===== src/sv/swc_score.sv =====
// Digest scoring stage: leading zero count, following eight bits, target compare.
// Has no dependencies; holds the output register.
`timescale 1ns / 1ps

module swc_score (
  input  logic         clk_i,
  input  logic         rst_ni,
  input  logic         en_i,
  input  logic         valid_i,
  input  logic [255:0] digest_i,
  input  logic [15:0]  difficulty_i,
  output logic         valid_o,
  output logic [15:0]  work_o,
  output logic         meets_o
);

  logic        valid_q;
  logic [15:0] work_d, work_q;
  logic        meets_q;
  logic [7:0]  zeros;
  logic [7:0]  low;
  logic [7:0]  cur;
  logic [15:0] pair;
  logic [2:0]  k;

  // The first nonzero byte among bytes 0 to 30 sets the score; scanning from
  // the back lets the earliest such byte win.
  always_comb begin
    zeros = 8'd248;
    low   = digest_i[7:0];
    k     = 3'd0;
    pair  = 16'd0;
    for (int i = 30; i >= 0; i--) begin
      cur = digest_i[255 - 8*i -: 8];
      if (cur != 8'd0) begin
        k = 3'd7;
        for (int b = 6; b >= 0; b--) begin
          if (cur[7 - b]) k = 3'(b);
        end
        pair  = {cur, digest_i[247 - 8*i -: 8]} << k;
        zeros = 8'(8*i) + {5'd0, k};
        low   = pair[15:8];
      end
    end
    work_d = {zeros, low};
  end

  always_ff @(posedge clk_i or negedge rst_ni) begin
    if (!rst_ni) begin
      valid_q <= 1'b0;
    end else if (en_i) begin
      valid_q <= valid_i;
    end
  end

  always_ff @(posedge clk_i) begin
    if (en_i) begin
      work_q  <= work_d;
      meets_q <= work_d > difficulty_i;
    end
  end

  assign valid_o = valid_q;
  assign work_o  = work_q;
  assign meets_o = meets_q;

endmodule

===== config.mk =====
export PLATFORM = sky130hd
export DESIGN_NAME = swc_score
export DESIGN_NICKNAME = d
export VERILOG_FILES = /design/src/sv/swc_score.sv
export SDC_FILE = /design/constraint.sdc
export NUM_CORES = 1
export LEC_CHECK = 0
export ABC_AREA = 1
export ABC_CLOCK_PERIOD_IN_PS = 950
export BUFFER_PORTS_ARGS = -buffer_cell sky130_fd_sc_hd__buf_2
export CORE_MARGIN = 4
export CORE_UTILIZATION = 40
export DETAILED_ROUTE_END_ITERATION = 8
export SLEW_MARGIN = 20
export SYNTH_ARGS = -nofsm -noshare
export SYNTH_HDL_FRONTEND = slang
export SYNTH_SLANG_ARGS = --single-unit

===== constraint.sdc =====
create_clock -name clk_i -period 0.95 [get_ports clk_i]
set_input_delay 0.0475 -clock clk_i [delete_from_list [all_inputs] [get_ports clk_i]]
set_output_delay 0.0475 -clock clk_i [all_outputs]
set_load 0.005 [all_outputs]

==> impl_metrics.ini, run 1 <==
[setup_path]
crit_top_cell = nand2_1
timing.rr.start = valid_o
cp_top_family = simple AND/OR/NAND/NOR gates
path_buf_inv = 2
critPathArrivalTime_ns = 4.93
startpoint_type = input pin
slowest_stage = ha_4
r2r_end = valid_o
crit_path_max_fanout = 8
cp-end-kind = flip-flop
rrSetupSlack_ns = 0.22
critPathKind = input pin to flip-flop
reg2reg_depth = 1
critPathMaxStageDelay_ns = 0.24
required_ns = 0.96

[min_path]
hp-start = valid_i
hold_depth = 2
holdPathEnd = valid_o
holdCritPathClass = input pin to flip-flop

[cells_and_area]
nets = 4821
syn2layout_area_growth_pct = 71.7
drive_above_1_share_pct = 37.1
final_cell_area_sq_um = 26500
utilization_pct = 70.0

[drt]
drc = 0
viasPerCell = 5.14
firstDrtPassIters = 6
drt-wirelength-per-cell_um = 13.5
routed_wl_um = 68200
drtAntennaViolNets = 0
drt_iter0_markers = 2145
vias = 26000

[grt]
overflow = 0
grt_pass1_vias = 23700
grt_usage_pct = 30.0
grt_max_degree = 19
grtUsageMet2_pct = 49.5
antenna_found_initial = 15
met3_usage_pct = 4.64
grt_pass1_wl_um = 109000
busiest_layer = met2
grtUsageMet1_pct = 41.6

[floorplan]
ioPinCount = 294
die_height_um = 205
core_sq_um = 37900
placementRows = 71
start_util_pct = 40.8
fp.dieW_um = 205
die_area_sq_um = 41900

[timing]
max_slew.worst_pin.slew_ns = 0.449
min_period_ns = 4.92
period_share_pct = 518
tns_ns = -42.58
worst_slack_ns = -3.97
rsz0062_at_grt = yes
slew_viol_final = 0
fmax_mhz = 203
fin_worst_skew_ns = 0
finalSetupViolCount = 17
hold_viol_final = 0
max-slew-margin-rel_pct = 69.9

[run_status]
violations = setup timing
status = finished with violations

[synthesis]
synthFlopType = edfxtp_1
ys_seq_elements = 18
ys_async_sr_fraction_pct = 5.56
yosys.area.top_type_share_pct = 26.5
synth_nets = 3565
synthCells = 3273
ys_types = 59
yosysWarnings = 0
ys_top_cells_by_count = nand2_1, o21ai_0, inv_1
synth_edf_count = 17
synth_top_area_cell = nand2_1
yosysMostFrequentCell = nand2_1
syn_area_sq_um = 15500
yosysSeqAreaShare_pct = 3.46
synthTopCellsByArea = nand2_1, o21ai_0, inv_1
synth.avg_cell_area_sq_um = 4.72

[power_and_ir_drop]
power_frac_comb_pct = 85.4
p_switching_mw = 6.50
clockPowerShare_pct = 7.4
power_density_nw_per_um2 = 508
irDropWorstVdd_v = 0.000490
switching_share_pct = 48.2
seqPwrFrac_pct = 7.3
intPower_mw = 6.99
power.leakage_nw = 13.8

[placed_design]
dp_hpwl_um = 56800
gp_congestion = 1.03
placed_area_sq_um = 25000
port_buffers = 293

[clocking]
clk_path_buf_depth = 2
cts_buffers = 3
clock_sinks = 18
ctsRootBufferMaster = clkbuf_16
cts_tree = done
h-tree-depth = 1
cts.clk_slew.worst_paths_ns = 0.06
clk_latency_ns = 0.26

[flow_run]
maxCapViolCount = 0
layout by cell type (no fill, tap or decap), types with 16 or more instances in the layout:
| cell type | n |
|---|---|
| nand3_2 | 24 |
| mux2i_1 | 20 |
| a31oi_1 | 25 |
| a32o_1 | 16 |
| inv_2 | 42 |
| buf_6 | 40 |
| buf_2 | 287 |
| o21ai_2 | 29 |
| clkinv_1 | 23 |
| inv_1 | 430 |
| a21oi_1 | 188 |
| nor2_1 | 203 |
| nand2_2 | 84 |
| nand2_1 | 1020 |
| o21ai_0 | 477 |
| o211ai_1 | 81 |
| nor2_2 | 17 |
| buf_4 | 1013 |
| nor2_4 | 31 |
| edfxtp_1 | 17 |
| nand3_1 | 175 |
| a211oi_1 | 18 |
| o21ai_1 | 46 |
| a21oi_2 | 26 |
stage by stage:
stage	total power, mW	instances	hold WS (ns)	worst slack, ns
final	13.5	5047	0.0270	-3.97
after global routing	14.8	5044	0.0296	-4.57
after CTS	13.0	5019	0.0300	-3.78
after detailed placement	11.7	4984	-0.175	-4.17
after global placement	11.6	4984	-0.175	-4.13
after floorplan	6.20	3273	-0.248	-3.07
worst max-delay path by stage:
stage               depth (start not counted)  slack, ns       to         start
floorplan                                  60      -3.07  meets_o  digest_i[25]
global placement                           69      -4.13  meets_o  digest_i[10]
detailed placement                         68      -4.17  meets_o  digest_i[11]
CTS                                        55      -3.78  meets_o  digest_i[26]
global route                               67      -4.57  meets_o  digest_i[10]
finish                                     61      -3.97  meets_o  digest_i[13]
flip-flops by register name, summed over array words and instances (netlist names):
register  cells
work_o       16
valid_o       1
meets_o       1
power groups by stage:
stage                     registers, mW  logic [mW]  clock network (mW)
final                             0.979        11.5               0.995
after global routing              0.980        12.8                1.04
after CTS                         0.978        11.0               0.985
after detailed placement          0.994        10.7                   0
after global placement            0.995        10.6                   0
after floorplan                   0.993        5.20                   0
per-layer routing:
metal | part of all wire [%] | up-vias | wire length [um]
met5 | 0.18 | - | 126
met4 | 2.6 | 18 | 1790
met3 | 7.6 | 168 | 5210
met2 | 44 | 946 | 30300
met1 | 45 | 11400 | 30800
li1 | - | 13400 | -
area by class of cell:
class,count,area (sq um)
clock buffers,4,88.8
fillers,3504,11400
well taps,511,639
diodes,8,20.0
multi-input cells,2657,13800
flip-flops and latches,18,536
repair buffers,1346,9590
inverters,503,1910
cell families after synthesis:
kind of cell,Yosys count,share of synthesized area (%)
compound gates,991,36.4
fa+ha+maj,16,1.29
simple gates,1628,42.4
buf+inv,599,15.1
mux,21,1.37
flops,18,3.46
repair_timing:
| item | 4_1_cts | 5_1_grt |
|---|---|---|
| endpoints found under the hold margin | 1 | 0 |
| setup buffers | 30 | 20 |
| gates resized for setup | 180 | 109 |
| pin swaps | 107 | 80 |
| hold buffers | 1 | 0 |
| gates cloned | 1 | 0 |
| endpoints found under the setup margin | 17 | 17 |
Power figures use the tool's default switching activity.
==> run 2, diff against run 1 <==
ABC_CLOCK_PERIOD_IN_PS = 6250   (was 950)
clock period = 6.25 ns   (was 0.95 ns; I/O delays follow)
==> impl_metrics.ini, run 2 (synthesis results as in run 1) <==
[grt]
grt_max_degree = 26
grt_usage_pct = 25.9
grt_pass1_wl_um = 93000
antenna_found_initial = 16
overflow = 0
grt_pass1_vias = 18800

[placed_design]
gp_congestion = 0.992
dp_hpwl_um = 48900
port_buffers = 293
dp_slack_ns = 0.402
placed_area_sq_um = 17400

[setup_path]
path_buf_inv = 3
reg2reg_depth = 1
cp_top_family = simple AND/OR/NAND/NOR gates
r2r_end = valid_o
crit_top_cell = nand2_1
startpoint_type = input pin
startpoint = digest_i[29]
critPathMaxStageDelay_ns = 0.35
cp-end-kind = flip-flop
crit_path_max_fanout = 9
rrSetupSlack_ns = 5.51
required_ns = 6.37
crit_path_end = meets_o
critPathArrivalTime_ns = 5.67
slowest_stage = nor2_2
cp.depth = 58
critPathKind = input pin to flip-flop
timing.rr.start = valid_o

[timing]
holdWs_ns = 0.318
fin_worst_skew_ns = 0
period_share_pct = 88.8
tns_ns = 0
min_period_ns = 5.55
finalSetupViolCount = 0
rsz0062_at_grt = no
fmax_mhz = 180
max_slew.worst_pin.slew_ns = 1.01
hold_viol_final = 0
max-slew-margin-rel_pct = 32.7
slew_viol_final = 0
worst_slack_ns = 0.700

[power_and_ir_drop]
power_density_nw_per_um2 = 82.0
power_frac_comb_pct = 80.4
clockPowerShare_pct = 9.3
p_switching_mw = 0.812
intPower_mw = 0.628
switching_share_pct = 56.4
seqPwrFrac_pct = 10.3
irDropWorstVdd_v = 0.0000886
power.leakage_nw = 8.58

[cells_and_area]
final_cell_area_sq_um = 17600
final_cell_mix = nand2_1, o21ai_0, inv_1, buf_2, nor2_1
largest_reg_flops = 16
utilization_pct = 46.3
final_common_cell = nand2_1
drive_above_1_share_pct = 11.6
fill_cells = 4450
multi_input_area_sq_um = 12600
syn2layout_area_growth_pct = 13.6
nets = 3809
register_area_sq_um = 536

[floorplan]
die_height_um = 205
ioPinCount = 294
core_sq_um = 37900
start_util_pct = 40.8
fp.dieW_um = 205
die_area_sq_um = 41900
placementRows = 71

[drt]
vias = 21700
routed_wl_um = 58500
drtAntennaViolNets = 0
drc = 0
viasPerCell = 5.36
drt-wirelength-per-cell_um = 14.5
firstDrtPassIters = 8
drt_iter0_markers = 1722

[clocking]
ctsRootBufferMaster = clkbuf_16
cts_buffers = 3
cts.clk_slew.worst_paths_ns = 0.05
h-tree-depth = 1
clk_path_buf_depth = 2
cts_tree = done
clk_latency_ns = 0.25
clock_sinks = 18

[flow_run]
maxCapViolCount = 0

[min_path]
holdCritPathClass = input pin to flip-flop

[run_status]
status = completed
## run 2: how the worst min path moves through the flow
stage / cells after the start / end / slack, ns / startpoint
final: 2 / valid_o / 0.32 / valid_i
after global routing: 2 / valid_o / 0.33 / valid_i
after global placement: 1 / valid_o / 0.09 / rst_ni
after detailed placement: 1 / valid_o / 0.09 / rst_ni
after floorplan: 0 / valid_o / 0.02 / rst_ni
after CTS: 2 / valid_o / 0.33 / valid_i
## run 2: layer usage
layer	share of wire [%]	routed length [um]	GRT usage (%)	vias up
met5	0.13	75	0	-
met4	2.0	1160	5.65	14
met3	6.5	3790	2.75	106
met2	45	26300	42.6	713
met1	46	27200	36.7	9430
li1	-	-	-	11400
## run 2: timing repair
action	CTS	global route
buffers inserted	0	0
resized for setup	0	2
hold buffers	1	0
setup endpoints to repair	0	1
hold endpoints to repair	1	0
## run 2: power groups by stage
stage / sequential (mW) / clock, mW / combinational, mW
detailed placement: 0.150 / 0 / 1.14
finish: 0.148 / 0.134 / 1.16
CTS: 0.148 / 0.137 / 1.14
global placement: 0.151 / 0 / 1.14
global route: 0.149 / 0.140 / 1.32
floorplan: 0.151 / 0 / 0.776
## run 2: area by class of cell
class / instances / share of cell area [%]
multi-input cells: 2656 / 71.8
repair buffers: 335 / 10.2
flip-flops and latches: 18 / 3.05
inverters: 503 / 10.7
clock buffers: 4 / 0.449
well taps: 511 / 3.64
diodes: 12 / 0.171
## run 2: through the flow
step | instances | power, mW
floorplan | 3273 | 0.927
detailed placement | 4022 | 1.29
CTS | 4027 | 1.43
global placement | 4022 | 1.29
finish | 4039 | 1.44
global route | 4035 | 1.61
==> run 3, diff against run 2 <==
CORE_ASPECT_RATIO = 0.75   (was default)
==> impl_metrics.ini, run 3 (synthesis results as in run 1) <==
[run_status]
status = completed

[setup_path]
crit_top_cell = nand2_1
critPathArrivalTime_ns = 5.81
crit_path_max_fanout = 8
cp-end-kind = flip-flop
startpoint_type = input pin
critPathMaxStageDelay_ns = 0.30
slowest_stage = ha_1
critPathKind = input pin to flip-flop
required_ns = 6.26

[power_and_ir_drop]
power_density_nw_per_um2 = 82.3
clockPowerShare_pct = 9.2
intPower_mw = 0.627
power_frac_comb_pct = 80.5
seqPwrFrac_pct = 10.3
p_total_mw = 1.45
switching_share_pct = 56.8
irDropWorstVdd_v = 0.0000965
power.leakage_nw = 8.60
p_switching_mw = 0.824

[drt]
drtAntennaViolNets = 0
firstDrtPassIters = 6
routed_wl_um = 59200
drt_iter0_markers = 2713
drt-wirelength-per-cell_um = 14.6
vias = 22000
drc = 0
viasPerCell = 5.42

[cells_and_area]
final_cell_mix = nand2_1, o21ai_0, inv_1, buf_2, nor2_1
largest_reg_flops = 16
utilization_pct = 46.1
nets = 3813
drive_above_1_share_pct = 11.8
fill_cells = 4474
syn2layout_area_growth_pct = 14.0
final_common_cell = nand2_1

[placed_design]
gp_congestion = 1.02
port_buffers = 293
dp_hpwl_um = 49600
dp_slack_ns = 0.294

[grt]
overflow = 0
grt_pass1_vias = 18200
grt_usage_pct = 26.0
grt_max_degree = 27
antenna_found_initial = 19
grt_pass1_wl_um = 93200

[min_path]
holdCritPathClass = input pin to flip-flop

[timing]
fmax_mhz = 172
max_slew.worst_pin.slew_ns = 1.01
fin_worst_skew_ns = 0
rsz0062_at_grt = no
worst_slack_ns = 0.448
hold_viol_final = 0
max-slew-margin-rel_pct = 32.3
min_period_ns = 5.80
tns_ns = 0
slew_viol_final = 0
period_share_pct = 92.8
finalSetupViolCount = 0

[clocking]
h-tree-depth = 1
clk_latency_ns = 0.25
cts.clk_slew.worst_paths_ns = 0.06
clock_sinks = 18
ctsRootBufferMaster = clkbuf_16
cts_buffers = 3
clk_path_buf_depth = 2
cts_tree = done

[floorplan]
core_sq_um = 38200
fp.dieW_um = 235
die_area_sq_um = 41900
ioPinCount = 294
die_height_um = 178
start_util_pct = 40.4
placementRows = 62

[flow_run]
maxCapViolCount = 0
## run 3: cell count changes in the layout (fill, tap and decap cells not counted), moves of 2 or more
cell / change
diode_2: +6
buf_4: +4
a21oi_1: -2
a21oi_2: +2
nand2_1: -3
nand2_4: +2
o21ai_2: -2
o21ai_1: +3
## run 3: per-layer routing
| metal | up-vias | track usage [%] | part of all wire, % |
|---|---|---|---|
| met1 | 9477 | 41.8 | 49 |
| met2 | 999 | 35.3 | 39 |
| met4 | 12 | 4.55 | 1.4 |
| met5 | - | 0 | 0.14 |
| li1 | 11400 | - | - |
| met3 | 66 | 4.68 | 10 |
## run 3: worst max-delay path, delay by kind of cell
family                   cells  cell delay, ns
AO/OA/AOI/OAI               18            2.80
AND/OR/NAND/NOR             20            2.05
buffers and inverters        3            0.35
adder cells (fa/ha/maj)      1            0.30
## run 3: power by group through the flow
stage / Sequential [mW] / Combinational [mW] / Clock, mW
after floorplan: 0.151 / 0.776 / 0
after global placement: 0.152 / 1.14 / 0
after detailed placement: 0.151 / 1.13 / 0
after CTS: 0.149 / 1.14 / 0.135
after global routing: 0.149 / 1.33 / 0.143
final: 0.149 / 1.17 / 0.134
## run 3: stage by stage
stage / hold WS (ns) / instances / instance area (sq um)
detailed placement: 0.0895 / 4021 / 17400
CTS: 0.294 / 4026 / 17500
global route: 0.294 / 4044 / 17600
global placement: 0.0894 / 4021 / 17400
floorplan: 0.0169 / 3273 / 15500
finish: 0.293 / 4050 / 17600
## run 3: layout make-up
type | count | area, sq um | share of cell area, %
Timing Repair Buffer | 339 | 1810 | 10.3
Inverter | 503 | 1890 | 10.7
Tap cell | 512 | 641 | 3.63
Clock inverter | 1 | 3.75 | 0.0213
Clock buffer | 3 | 75.1 | 0.426
Multi-Input combinational cell | 2656 | 12600 | 71.6
Sequential cell | 18 | 536 | 3.04
Antenna cell | 18 | 45.0 | 0.255
## run 3: path summary, 6_finish.rpt
path | start | to | slack (ns) | depth (start not counted)
setup / recovery | digest_i[23] | meets_o | 0.45 | 42
hold / removal | valid_i | valid_o | 0.29 | 2
setup reg to reg | valid_o | valid_o | 5.52 | 1
hold reg to reg | valid_o | valid_o | 0.50 | 1
max in group asynchronous | rst_ni | valid_o | 5.81 | 2
min in group asynchronous | rst_ni | valid_o | 0.36 | 2
## run 3: timing repair
action                                  CTS  global route
endpoints found under the hold margin     1             0
endpoints found under the setup margin    0             1
setup buffers                             0             6
hold buffers                              1             0
resized for setup                         0             9
